==> config.mk <==
export PLATFORM = sky130hd
export DESIGN_NAME = frame_rate_meter_core
export DESIGN_NICKNAME = d
export VERILOG_FILES = /design/src/sv/frm_pkg.sv /design/src/sv/frm_div.sv /design/src/sv/frm_datapath.sv /design/src/sv/frm_ctrl.sv /design/src/sv/frame_rate_meter_core.sv
export SDC_FILE = /design/constraint.sdc
export NUM_CORES = 2
export LEC_CHECK = 0
export ABC_CLOCK_PERIOD_IN_PS = 21900
export BUFFER_PORTS_ARGS = -buffer_cell sky130_fd_sc_hd__buf_2
export CORE_ASPECT_RATIO = 1.25
export CORE_UTILIZATION = 64
export CTS_CLUSTER_DIAMETER = 60
export DETAILED_ROUTE_END_ITERATION = 8
export PLACE_DENSITY_LB_ADDON = 0.08
export SLEW_MARGIN = 20
export SYNTH_ARGS = -nofsm -noshare
export SYNTH_HDL_FRONTEND = slang
export SYNTH_SLANG_ARGS = --single-unit
==> constraint.sdc <==
create_clock -name clk -period 21.9 [get_ports clk]
set_input_delay 3.285 -clock clk [delete_from_list [all_inputs] [get_ports clk]]
set_output_delay 3.285 -clock clk [all_outputs]
set_load 0.03 [all_outputs]
==> src/sv/frm_pkg.sv <==
// Shared types, constants and codes of the frame rate meter.
`timescale 1ns / 1ps

package frm_pkg;

  // Time base and stamp arithmetic
  localparam int TICKS_PER_SECOND = 1000000;
  localparam int STAMP_W          = 48;
  localparam int FIELD_W          = 48;   // width of stamp fields at the ports
  localparam int CFG_W            = 48;   // width of the config write data
  localparam int PERIOD_W         = 24;
  localparam int CLAMP_W          = PERIOD_W + 1;
  localparam int FRAMES_W         = 32;
  localparam int MULT_W           = 16;
  localparam int MULT_FRAC        = 14;
  localparam int RATE_W           = 24;
  localparam int RATE_FRAC        = 8;

  // Divider sizing
  localparam int TPS_W  = $clog2(TICKS_PER_SECOND + 1);
  localparam int PROD_W = FRAMES_W + TPS_W;
  localparam int NUM_W  = PROD_W + RATE_FRAC;
  localparam int DEN_W  = (STAMP_W > CFG_W) ? STAMP_W : CFG_W;
  localparam int QUO_W  = RATE_W;
  localparam int CNT_W  = $clog2(QUO_W + 1);
  localparam int CMP_W  = (NUM_W > DEN_W) ? NUM_W : DEN_W;

  localparam logic [MULT_W-1:0] MULT_ONE = MULT_W'(1 << MULT_FRAC);
  localparam logic [RATE_W-1:0] RATE_MAX = {RATE_W{1'b1}};

  // Config register reset values
  localparam logic [CFG_W-1:0]    AVG_WIN_RESET = CFG_W'(500000);
  localparam logic [CFG_W-1:0]    LOG_WIN_RESET = CFG_W'(5000000);
  localparam logic [PERIOD_W-1:0] PERIOD_RESET  = PERIOD_W'(16667);

  // Config register indexes
  localparam logic [1:0] CFG_AVG_WIN = 2'd0;
  localparam logic [1:0] CFG_LOG_WIN = 2'd1;
  localparam logic [1:0] CFG_PERIOD  = 2'd2;

  // Event kinds
  typedef enum logic [1:0] {
    ACT_FRAME   = 2'd0,
    ACT_SUSPEND = 2'd1,
    ACT_RESUME  = 2'd2,
    ACT_NONE    = 2'd3
  } action_t;

  typedef struct packed {
    logic [1:0]         action;
    logic [FIELD_W-1:0] now_ticks;
  } frm_in_t;

  typedef struct packed {
    logic [FIELD_W-1:0]  frame_interval_ticks;
    logic [MULT_W-1:0]   time_mult_q14;
    logic [RATE_W-1:0]   fps_q8;
    logic                fps_updated;
    logic [FIELD_W-1:0]  suspension_ticks;
    logic [FRAMES_W-1:0] total_frames;
  } frm_out_t;

  // Controller to datapath
  typedef struct packed {
    logic load_in;
    logic eval;
    logic mult_update;
    logic rate_mul;
    logic rate_start;
    logic rate_update;
    logic load_out;
  } frm_cmd_t;

  // Datapath to controller
  typedef struct packed {
    logic is_frame;
    logic div_busy;
    logic rate_fire;
  } frm_stat_t;

endpackage

==> src/sv/frm_div.sv <==
// Restoring divider, one quotient bit per cycle, with overflow flag.
`timescale 1ns / 1ps

module frm_div (
  input  logic                        clk,
  input  logic                        rst,
  input  logic                        start,
  input  logic [frm_pkg::NUM_W-1:0]   num,
  input  logic [frm_pkg::DEN_W-1:0]   den,
  output logic                        busy,
  output logic                        sat,
  output logic [frm_pkg::QUO_W-1:0]   quo
);

  logic [frm_pkg::CNT_W-1:0] cnt;
  logic [frm_pkg::DEN_W-1:0] rem;
  logic [frm_pkg::DEN_W-1:0] den_reg;
  logic [frm_pkg::QUO_W-1:0] num_sh;
  logic [frm_pkg::NUM_W-1:0] hi;
  logic [frm_pkg::DEN_W:0]   trial;
  logic                      ge;

  assign hi    = num >> frm_pkg::QUO_W;
  assign trial = {rem, num_sh[frm_pkg::QUO_W-1]};
  assign ge    = trial >= {1'b0, den_reg};

  always_ff @(posedge clk) begin
    if (rst) begin
      busy <= 1'b0;
      cnt  <= '0;
    end else if (start) begin
      busy    <= 1'b1;
      cnt     <= frm_pkg::CNT_W'(frm_pkg::QUO_W);
      // quotient has no room when the high part already reaches the divisor
      sat     <= frm_pkg::CMP_W'(hi) >= frm_pkg::CMP_W'(den);
      rem     <= frm_pkg::DEN_W'(hi);
      den_reg <= den;
      num_sh  <= num[frm_pkg::QUO_W-1:0];
    end else if (busy) begin
      rem    <= ge ? frm_pkg::DEN_W'(trial - {1'b0, den_reg}) : frm_pkg::DEN_W'(trial);
      quo    <= {quo[frm_pkg::QUO_W-2:0], ge};
      num_sh <= {num_sh[frm_pkg::QUO_W-2:0], 1'b0};
      cnt    <= cnt - 1'b1;
      if (cnt == frm_pkg::CNT_W'(1)) begin
        busy <= 1'b0;
      end
    end
  end

endmodule

==> src/sv/frm_datapath.sv <==
// Datapath: config registers, timing state, divider and result register.
`timescale 1ns / 1ps

module frm_datapath (
  input  logic                        clk,
  input  logic                        rst,
  input  logic                        cfg_valid,
  input  logic [1:0]                  cfg_index,
  input  logic [frm_pkg::CFG_W-1:0]   cfg_data,
  input  frm_pkg::frm_in_t            in_data,
  input  frm_pkg::frm_cmd_t           cmd,
  output frm_pkg::frm_stat_t          stat,
  output frm_pkg::frm_out_t           out_data
);

  // config
  logic [frm_pkg::CFG_W-1:0]    avg_win;
  logic [frm_pkg::CFG_W-1:0]    log_win;
  logic [frm_pkg::PERIOD_W-1:0] period;

  // architectural state
  logic [frm_pkg::STAMP_W-1:0]  frame_start;
  logic [frm_pkg::STAMP_W-1:0]  avg_origin;
  logic [frm_pkg::STAMP_W-1:0]  log_origin;
  logic [frm_pkg::STAMP_W-1:0]  suspend_start;
  logic [frm_pkg::FRAMES_W-1:0] avg_frames;
  logic [frm_pkg::FRAMES_W-1:0] log_frames;
  logic [frm_pkg::FRAMES_W-1:0] frame_total;
  logic [frm_pkg::MULT_W-1:0]   mult_now;
  logic [frm_pkg::MULT_W-1:0]   mult_before;
  logic [frm_pkg::RATE_W-1:0]   rate_now;

  // per-item working registers
  logic [1:0]                   act;
  logic [frm_pkg::STAMP_W-1:0]  now;
  logic [frm_pkg::STAMP_W-1:0]  interval_reg;
  logic [frm_pkg::STAMP_W-1:0]  susp_reg;
  logic [frm_pkg::STAMP_W-1:0]  elapsed_avg_reg;
  logic                         avg_fire;
  logic                         log_fire;
  logic                         updated;
  logic [frm_pkg::PROD_W-1:0]   prod;

  // combinational
  logic [frm_pkg::STAMP_W-1:0]  interval;
  logic [frm_pkg::STAMP_W-1:0]  elapsed_avg;
  logic [frm_pkg::STAMP_W-1:0]  elapsed_log;
  logic [frm_pkg::STAMP_W-1:0]  susp;
  logic [frm_pkg::PERIOD_W-1:0] p_eff;
  logic [frm_pkg::CLAMP_W-1:0]  two_p;
  logic [frm_pkg::CLAMP_W-1:0]  clamped;
  logic                         is_frame;
  logic                         avg_hit;
  logic                         log_hit;
  logic [frm_pkg::FRAMES_W-1:0] avg_frames_inc;
  logic [frm_pkg::MULT_W+1:0]   mult_sum;
  logic [frm_pkg::FRAMES_W-1:0] rate_frames;

  // divider
  logic                         div_start;
  logic [frm_pkg::NUM_W-1:0]    div_num;
  logic [frm_pkg::DEN_W-1:0]    div_den;
  logic                         div_busy;
  logic                         div_sat;
  logic [frm_pkg::QUO_W-1:0]    div_quo;

  assign is_frame    = act == frm_pkg::ACT_FRAME;
  assign interval    = now - frame_start;
  assign elapsed_avg = now - avg_origin;
  assign elapsed_log = now - log_origin;
  assign susp        = now - suspend_start;

  assign p_eff   = (period == '0) ? frm_pkg::PERIOD_W'(1) : period;
  assign two_p   = {p_eff, 1'b0};
  assign clamped = (interval < frm_pkg::STAMP_W'(two_p)) ?
                   frm_pkg::CLAMP_W'(interval) : two_p;

  assign avg_frames_inc = avg_frames + 1'b1;
  assign avg_hit = (avg_win != '0) &&
                   (frm_pkg::DEN_W'(elapsed_avg) > frm_pkg::DEN_W'(avg_win));
  // an average update zeroes the average count; it also takes priority and blocks the log update
  assign log_hit = !avg_hit && (log_win != '0) && (avg_frames_inc != '0) &&
                   (frm_pkg::DEN_W'(elapsed_log) > frm_pkg::DEN_W'(log_win));

  assign mult_sum = {1'b0, mult_before, 1'b0} + (frm_pkg::MULT_W+2)'(mult_now) +
                    (frm_pkg::MULT_W+2)'(div_quo);

  assign rate_frames = avg_fire ? avg_frames : log_frames;

  assign div_start = (cmd.eval && is_frame) || cmd.rate_start;
  always_comb begin
    if (cmd.rate_start) begin
      div_num = {prod, {frm_pkg::RATE_FRAC{1'b0}}};
      div_den = avg_fire ? frm_pkg::DEN_W'(elapsed_avg_reg) : frm_pkg::DEN_W'(log_win);
    end else begin
      div_num = frm_pkg::NUM_W'(clamped) << frm_pkg::MULT_FRAC;
      div_den = frm_pkg::DEN_W'(p_eff);
    end
  end

  frm_div u_div (
    .clk   (clk),
    .rst   (rst),
    .start (div_start),
    .num   (div_num),
    .den   (div_den),
    .busy  (div_busy),
    .sat   (div_sat),
    .quo   (div_quo)
  );

  assign stat.is_frame  = is_frame;
  assign stat.div_busy  = div_busy;
  assign stat.rate_fire = avg_fire || log_fire;

  always_ff @(posedge clk) begin
    if (rst) begin
      avg_win       <= frm_pkg::AVG_WIN_RESET;
      log_win       <= frm_pkg::LOG_WIN_RESET;
      period        <= frm_pkg::PERIOD_RESET;
      frame_start   <= '0;
      avg_origin    <= '0;
      log_origin    <= '0;
      suspend_start <= '0;
      avg_frames    <= '0;
      log_frames    <= '0;
      frame_total   <= '0;
      mult_now      <= frm_pkg::MULT_ONE;
      mult_before   <= frm_pkg::MULT_ONE;
      rate_now      <= '0;
    end else begin
      if (cfg_valid) begin
        unique case (cfg_index)
          frm_pkg::CFG_AVG_WIN: avg_win <= cfg_data;
          frm_pkg::CFG_LOG_WIN: log_win <= cfg_data;
          frm_pkg::CFG_PERIOD:  period  <= cfg_data[frm_pkg::PERIOD_W-1:0];
          default: ;
        endcase
      end

      if (cmd.load_in) begin
        act <= in_data.action;
        now <= frm_pkg::STAMP_W'(in_data.now_ticks);
      end

      if (cmd.eval) begin
        interval_reg    <= is_frame ? interval : '0;
        susp_reg        <= (act == frm_pkg::ACT_RESUME) ? susp : '0;
        elapsed_avg_reg <= elapsed_avg;
        avg_fire        <= is_frame && avg_hit;
        log_fire        <= is_frame && log_hit;
        updated         <= 1'b0;
        unique case (act)
          frm_pkg::ACT_FRAME: begin
            frame_start <= now;
            frame_total <= frame_total + 1'b1;
            avg_frames  <= avg_frames_inc;
            log_frames  <= log_frames + 1'b1;
          end
          frm_pkg::ACT_SUSPEND: begin
            suspend_start <= now;
          end
          frm_pkg::ACT_RESUME: begin
            frame_start <= frame_start + susp;
            avg_origin  <= avg_origin + susp;
            log_origin  <= log_origin + susp;
          end
          default: ;
        endcase
      end

      if (cmd.mult_update) begin
        mult_now    <= mult_sum[frm_pkg::MULT_W+1:2];
        mult_before <= mult_now;
      end

      if (cmd.rate_mul) begin
        prod <= frm_pkg::PROD_W'(rate_frames) *
                frm_pkg::PROD_W'(frm_pkg::TICKS_PER_SECOND);
      end

      if (cmd.rate_update) begin
        rate_now <= div_sat ? frm_pkg::RATE_MAX : div_quo;
        updated  <= 1'b1;
        if (avg_fire) begin
          avg_frames <= '0;
          avg_origin <= now;
        end else begin
          log_frames <= '0;
          log_origin <= now;
        end
      end

      if (cmd.load_out) begin
        out_data.frame_interval_ticks <= frm_pkg::FIELD_W'(interval_reg);
        out_data.time_mult_q14        <= mult_now;
        out_data.fps_q8               <= rate_now;
        out_data.fps_updated          <= updated;
        out_data.suspension_ticks     <= frm_pkg::FIELD_W'(susp_reg);
        out_data.total_frames         <= frame_total;
      end
    end
  end

endmodule

==> src/sv/frm_ctrl.sv <==
// Controller: sequences one event through the datapath and owns output valid.
`timescale 1ns / 1ps

module frm_ctrl (
  input  logic               clk,
  input  logic               rst,
  input  logic               in_valid,
  output logic               in_stall,
  output logic               out_valid,
  input  logic               out_stall,
  input  frm_pkg::frm_stat_t stat,
  output frm_pkg::frm_cmd_t  cmd
);

  typedef enum logic [2:0] {
    S_IDLE,
    S_EVAL,
    S_DIV_RATIO,
    S_RATE_MUL,
    S_RATE_START,
    S_RATE_DIV,
    S_FINISH
  } state_t;

  state_t state;
  state_t state_next;
  logic   out_free;

  assign in_stall = rst || (state != S_IDLE);
  assign out_free = !out_valid || !out_stall;

  always_comb begin
    cmd         = '0;
    state_next  = state;
    cmd.load_in = in_valid && !in_stall;
    unique case (state)
      S_IDLE: begin
        if (cmd.load_in) state_next = S_EVAL;
      end
      S_EVAL: begin
        cmd.eval   = 1'b1;
        state_next = stat.is_frame ? S_DIV_RATIO : S_FINISH;
      end
      S_DIV_RATIO: begin
        if (!stat.div_busy) begin
          cmd.mult_update = 1'b1;
          state_next      = stat.rate_fire ? S_RATE_MUL : S_FINISH;
        end
      end
      S_RATE_MUL: begin
        cmd.rate_mul = 1'b1;
        state_next   = S_RATE_START;
      end
      S_RATE_START: begin
        cmd.rate_start = 1'b1;
        state_next     = S_RATE_DIV;
      end
      S_RATE_DIV: begin
        if (!stat.div_busy) begin
          cmd.rate_update = 1'b1;
          state_next      = S_FINISH;
        end
      end
      S_FINISH: begin
        if (out_free) begin
          cmd.load_out = 1'b1;
          state_next   = S_IDLE;
        end
      end
      default: state_next = S_IDLE;
    endcase
  end

  always_ff @(posedge clk) begin
    if (rst) begin
      state     <= S_IDLE;
      out_valid <= 1'b0;
    end else begin
      state <= state_next;
      if (cmd.load_out) begin
        out_valid <= 1'b1;
      end else if (!out_stall) begin
        out_valid <= 1'b0;
      end
    end
  end

endmodule

==> src/sv/frame_rate_meter_core.sv <==
// Top level of the frame rate meter: controller, datapath and checks.
`timescale 1ns / 1ps

// Frame rate meter. Each input item is an event (frame, suspend or resume) with
// a tick timestamp; every item yields exactly one result item. One event is
// worked on at a time. Suspend, resume and unknown events pass through EVAL
// and FINISH; a frame event also through DIV_RATIO, and one that recomputes
// the frame rate also RATE_MUL, RATE_START and RATE_DIV. The single shared
// restoring divider, which produces one quotient bit per cycle (24 bits),
// serves first the time multiplier ratio and then, when a window expires,
// the frame rate. The result sits in an output register, so the next
// event is taken while a finished result still waits downstream; the block
// holds in FINISH only when a new result is ready and the old one is unread.
// Config writes are always taken (cfg_ready is high out of reset) and must
// land only while no event is in flight. Register 0 is the average window,
// 1 the log window, 2 the nominal frame period; a zero period counts as one.
module frame_rate_meter_core (
  input  logic                        clk,
  input  logic                        rst,
  // event items
  input  logic                        in_valid,
  output logic                        in_stall,
  input  frm_pkg::frm_in_t            in_data,
  // result items
  output logic                        out_valid,
  input  logic                        out_stall,
  output frm_pkg::frm_out_t           out_data,
  // config writes
  input  logic                        cfg_valid,
  output logic                        cfg_ready,
  input  logic [1:0]                  cfg_index,
  input  logic [frm_pkg::CFG_W-1:0]   cfg_data
);

  frm_pkg::frm_cmd_t  cmd;
  frm_pkg::frm_stat_t stat;

  assign cfg_ready = !rst;

  frm_ctrl u_ctrl (
    .clk       (clk),
    .rst       (rst),
    .in_valid  (in_valid),
    .in_stall  (in_stall),
    .out_valid (out_valid),
    .out_stall (out_stall),
    .stat      (stat),
    .cmd       (cmd)
  );

  frm_datapath u_dp (
    .clk       (clk),
    .rst       (rst),
    .cfg_valid (cfg_valid && cfg_ready),
    .cfg_index (cfg_index),
    .cfg_data  (cfg_data),
    .in_data   (in_data),
    .cmd       (cmd),
    .stat      (stat),
    .out_data  (out_data)
  );

  // An accepted item keeps the input side closed for the next cycle.
  a_busy_after_accept: assert property (@(posedge clk) disable iff (rst)
    in_valid && !in_stall |=> in_stall)
    else $error("input taken twice in a row");

  // The divider is never running while the block waits for an item.
  a_div_idle: assert property (@(posedge clk) disable iff (rst)
    !in_stall |-> !stat.div_busy)
    else $error("divider busy while idle");

  // The smoothed multiplier never exceeds 2.0 in Q2.14.
  a_mult_range: assert property (@(posedge clk) disable iff (rst)
    out_valid |-> out_data.time_mult_q14 <= 16'd32768)
    else $error("time multiplier out of range");

  // A result is loaded only into a free output register.
  a_no_overwrite: assert property (@(posedge clk) disable iff (rst)
    cmd.load_out |-> !out_valid || !out_stall)
    else $error("result register overwritten");

endmodule
; After elaboration in Yosys (flattened, before gate mapping)
; Cells that the tools add are included.
[totals]
romBits = 0
latch_bits = 0
ramBits = 0
wordCells = 174
register_bits = 1031
memories = 0
[op_classes]
n_eq_ne = 16
bitwise = 2
shift = 0
add_sub_neg = 14
multipliers = 1
mux = 52
div = 0
n_reduce_logical = 45
magnitude_cmp = 5
[ops]
columns = op, n
row1 = $mux 48, 12
row2 = $mux 32, 9
row3 = $sub 48x48->48, 5
row4 = $add 48x48->48, 3
row5 = $add 32x1->32 const B, 3
row6 = $gt 48x48->1, 2
row7 = $mux 24, 4
row8 = $pmux 48 s2, 1
row9 = $reduce_bool 48->1, 2
row10 = $mux 60, 1
row11 = $ge 49x48->1, 1
row12 = $ge 36x48->1, 1
row13 = $lt 48x25->1, 1
row14 = $mul 32x14->46 const B, 1
row15 = $mux 36, 1
row16 = $reduce_bool 32->1, 1
row17 = $reduce_and 2->1, 13
row18 = $mux 25, 1
row19 = $logic_not 24->1, 1
row20 = $pmux 3 s7, 1
row21 = $add 17x16->18, 1
row22 = $add 18x18->18, 1
row23 = $mux 3, 6
row24 = $mux 1, 14
row25 = 21 further kinds, 49

; Logic depth before layout (Yosys ltp)
[logic_depth]
ltp_word = 8
depth_mapped = 40
ltp_nobuf = 39

; Hierarchy
; Synthesis repeated with hierarchy kept, for this count alone.
[unflattened]
cells_unflattened = 7917
area_unflattened_um2 = 71911.5
[modules_own_cells]
columns = mod, cells_per_inst, n_inst, area_per_inst_um2, seq_area_each_um2
row1 = frm_datapath, 6890, 1, 61655.4, 21660.8
row2 = frm_div, 982, 1, 9902.0, 4474.3
row3 = frm_ctrl, 43, 1, 344.1, 80.1
row4 = frame_rate_meter_core, 2, 1, 10.0, 0.0

; Least setup slack after synthesis
; OpenSTA, ideal clock, no wires.
[synth_path]
path_kind = input to register
from = in rst
to = reg u_dp.out_data[0] (netlist name)
t_arrival_ps = 15966
path_stages = 3
setup_slack_ps = 4995
setup_ps = 939
cell_sequence = clkbuf_1 -> clkbuf_1 -> nor3b_1
[synth_via]
elab_chain_cells = 2
[synth_lines]
columns = element, line_no
row1 = "start, declared", frame_rate_meter_core.sv:19  ; input logic rst,
row2 = $not 1->1 (no line), --
row3 = $reduce_and 2->1 (no line), --
; No other way between the ends.
; A chain may end at the register's enable or synchronous reset.

; Final worst setup path
[layout_path]
from = reg u_dp.now[1] (netlist name)
to = reg u_dp.u_div.sat, data pin
[layout_via]
elab_chain_cells = 5
[layout_lines]
columns = element, line_no
row1 = "start, declared", frm_datapath.sv:35  ; logic [frm_pkg::STAMP_W-1:0] now;
row2 = "start signal, assigned", frm_datapath.sv:143  ; now <= frm_pkg::STAMP_W'(in_data.now_ticks);
row3 = $sub 48x48->48 (*), frm_datapath.sv:68  ; assign interval = now - frame_start;
row4 = net u_dp.interval (one bit), frm_datapath.sv:45  ; logic [frm_pkg::STAMP_W-1:0] interval;
row5 = $lt 48x25->1, frm_datapath.sv:75  ; assign clamped = (interval < frm_pkg::STAMP_W'(two_p)) ?
row6 = $mux 25 (*), frm_datapath.sv:75
row7 = $mux 60 (*), frm_datapath.sv:92  ; if (cmd.rate_start) begin
row8 = $ge 36x48->1 (*), frm_div.sv:35  ; sat <= frm_pkg::CMP_W'(hi) >= frm_pkg::CMP_W'(den);
row9 = "end signal, assigned", frm_div.sv:35
row10 = "end, declared", frm_div.sv:11  ; output logic sat,
; Mark *: on every way through the listed nets, which the timed path passes. The rest lies on a longest branch.

==> metrics.cfg <==
[sta]
hold_viol_final = 0
finalSetupTns_ns = 0
setup_viol_count_final = 0
fmax_mhz = 115.4
clock_skew_ns = 0.07718
grt_setup_unrepaired = no
slew_headroom_pct = 12.80
fin_crit_ns = 8.663
min_period_over_period_pct = 39.56
finalWorstSetupSlack_ns = 13.24
tightest_slew_ns = 1.296
report.final.slew_viol_count = 0

[worst_setup_path]
rr_worst_depth = 36
required_ns = 22.42
path_class = flop to flop
cpMostUsedCell = a21oi_1
arrival_ns = 9.19
start_kind = flop
slowest_stage = edfxtp_1
critPathMaxStageDelay_ns = 0.68
crit_path_max_fanout = 61
cp-end-kind = flop

[die]
num_rows = 135
die_w_um = 299.2
io_pins = 277
start_util_pct = 64.84
fp.dieArea_mm2 = 0.1117
die_y_um = 373.4
core_area_mm2 = 0.1089

[clock_network]
tritoncts = yes
htree_levels = 3
cts_sinks = 1017
cts_setup_buffers = 0
clockBufferDepth = 3
cts_repair_resize_count = 0
numCtsBuffers = 109
cts_root_buf = clkbuf_16
cts.clk_slew.worst_paths_ns = 0.07
clock_latency_ns = 0.78
holdBufCountCts = 0

[outcome]
status = finished, final reports clean

[grt]
grt_usage_pct = 37.12
antenna_found_initial = 15
overflow = 0
grt_max_degree = 169
grt_pass1_vias = 57010
grt_pass1_wl_mm = 322.9

[route]
wirelength_mm = 212.5
avgViaCountPerCell = 6.237
wl_per_cell_um = 22.24
ant_nets = 0
drt_iter0_markers = 5475
num_vias = 59580
dr.pass1.iters = 6
drc = 0

[placed_design]
portBuffers = 276
gp_congestion = 0.9918
hpwl_mm = 159.6
dp_slack_ns = 13.55

[yosys]
yosys.area.top_type_share_pct = 23.08
synth_nets = 8815
async_reset_ff_share_pct = 0
synth_area_leaders = edfxtp_1 23%, dfxtp_1 13%, ha_1 12%, a21oi_1 5.2%, nand2_1 4.6%
yosys.cell_types.count = 83
ys_seq_elements = 1017
syn_area_mm2 = 0.07064
ys_top_cells_by_count = 860 x nand2_1, 737 x a21oi_1, 704 x ha_1, 673 x inv_1, 581 x nor2_1
yosysTopAreaCell = edfxtp_1
ys.flop_type = edfxtp_1
synth.most_common_cell = nand2_1
synth.avg_cell_area_um2 = 9.002
ys_warn_count = 0
syn_inst = 7847
synth_edf_count = 543
yosysSeqAreaShare_pct = 36.51

[layout]
top_register = u_dp.out_data
final_layout_size_suffix_gt1_share_pct = 7.955
nNetsFinal = 8979
syn_to_final_growth_pct = 9.511
fillCellCount = 8590
largest_reg_flops = 169

[power]
power.density_mw_per_mm2 = 107.5
p_leak_uw = 0.03275
vdd_drop_max_uv = 98.52

[worst_hold_path]
min_path_cells = 0
hp-class = flop to flop

[job]
maxCapViolations = 0

==> path summary, 6_finish.rpt <==
check | startpoint | to | slack [ns]
worst max-delay path | u_dp.now[1]$_DFFE_PP_ | u_dp.u_div.sat$_DFFE_PP_ | 13.24
worst max register to register | u_dp.now[1]$_DFFE_PP_ | u_dp.u_div.sat$_DFFE_PP_ | 13.24
worst min-delay path | u_dp.interval_reg[40]$_SDFFCE_PN0P_ | u_dp.out_data[161]$_DFFE_PP_ | 0.38
worst min register to register | u_dp.interval_reg[40]$_SDFFCE_PN0P_ | u_dp.out_data[161]$_DFFE_PP_ | 0.38
==> report_power, final <==
part / total, uW / switching [uW] / leakage [uW] / internal [uW]
sequential: 2490 / 169 / 0.00883 / 2320
combinational: 3830 / 2390 / 0.0220 / 1440
clock: 2000 / 859 / 0.00188 / 1140
==> critical path: cells and delay by family (launching register included) <==
kind	cells	cell delay, ns
buffers and inverters	2	0.76
adders and majority gates	4	1.32
AOI/OAI and AO/OA	21	4.33
DFF	1	0.68
and+or+nand+nor	8	1.04
muxes	1	0.27
==> area by class of cell <==
cell class	instances	area, um2	area share, %
diodes	7	17.52	0.02264
clock buffers	128	2869	3.709
clock inverters	80	1028	1.329
inverters	675	2534	3.275
multi-input cells	5855	41320	53.42
flip-flops and latches	1017	25790	33.34
well taps	1438	1799	2.326
repair buffers	353	1994	2.578
==> metal layers <==
layer	global-route usage (%)	vias to the layer above	share of wire, %
li1	-	28190	-
met4	19.08	14	5.5
met1	47.55	28360	40
met5	0	-	0.044
met2	60.73	2456	47
met3	5.628	565	7.6
==> through the flow <==
| stage | instances | hold WS [ns] | util (%) | power, uW | area, um2 |
|---|---|---|---|---|---|
| 2_1_floorplan | 7847 | 0.4003 | - | 5214 | 70640 |
| 3_3_place_gp | 9337 | 0.4004 | 67.38 | 6168 | 73410 |
| 3_5_place_dp | 9337 | 0.4045 | 67.39 | 6239 | 73420 |
| 4_1_cts | 9545 | 0.3929 | 70.97 | 8256 | 77320 |
| 5_1_grt | 9547 | 0.3955 | 70.99 | 8763 | 77350 |
| 6_report | 9553 | 0.3823 | 71.01 | 8318 | 77360 |
==> logic make-up (layout without fill, tap and decap cells) <==
logic type	Yosys count	in the layout	synth area share (%)
buffers and inverters	975	1236	5.227
and+or+nand+nor	2373	2373	15.52
other	0	7	0
adders and majority gates	864	864	16.99
DFF	1017	1017	36.51
AOI/OAI and AO/OA	2028	2028	18.17
xor gates and xnor gates	474	474	5.877
muxes	116	116	1.709
==> cells in the final DEF (no fill, tap or decap), types with 112 or more instances in the layout <==
cell type,synthesis,final
a21oi_1,737,737
dfxtp_1,474,474
xnor2_1,272,272
a21o_1,275,275
edfxtp_1,543,543
ha_1,704,704
nand2_1,860,856
o21ai_0,321,320
buf_2,8,275
nor3_1,115,112
fa_1,159,159
nand3_1,188,188
xor2_1,202,202
inv_1,673,673
nor2_1,581,573
Power figures use the tool's default switching activity.
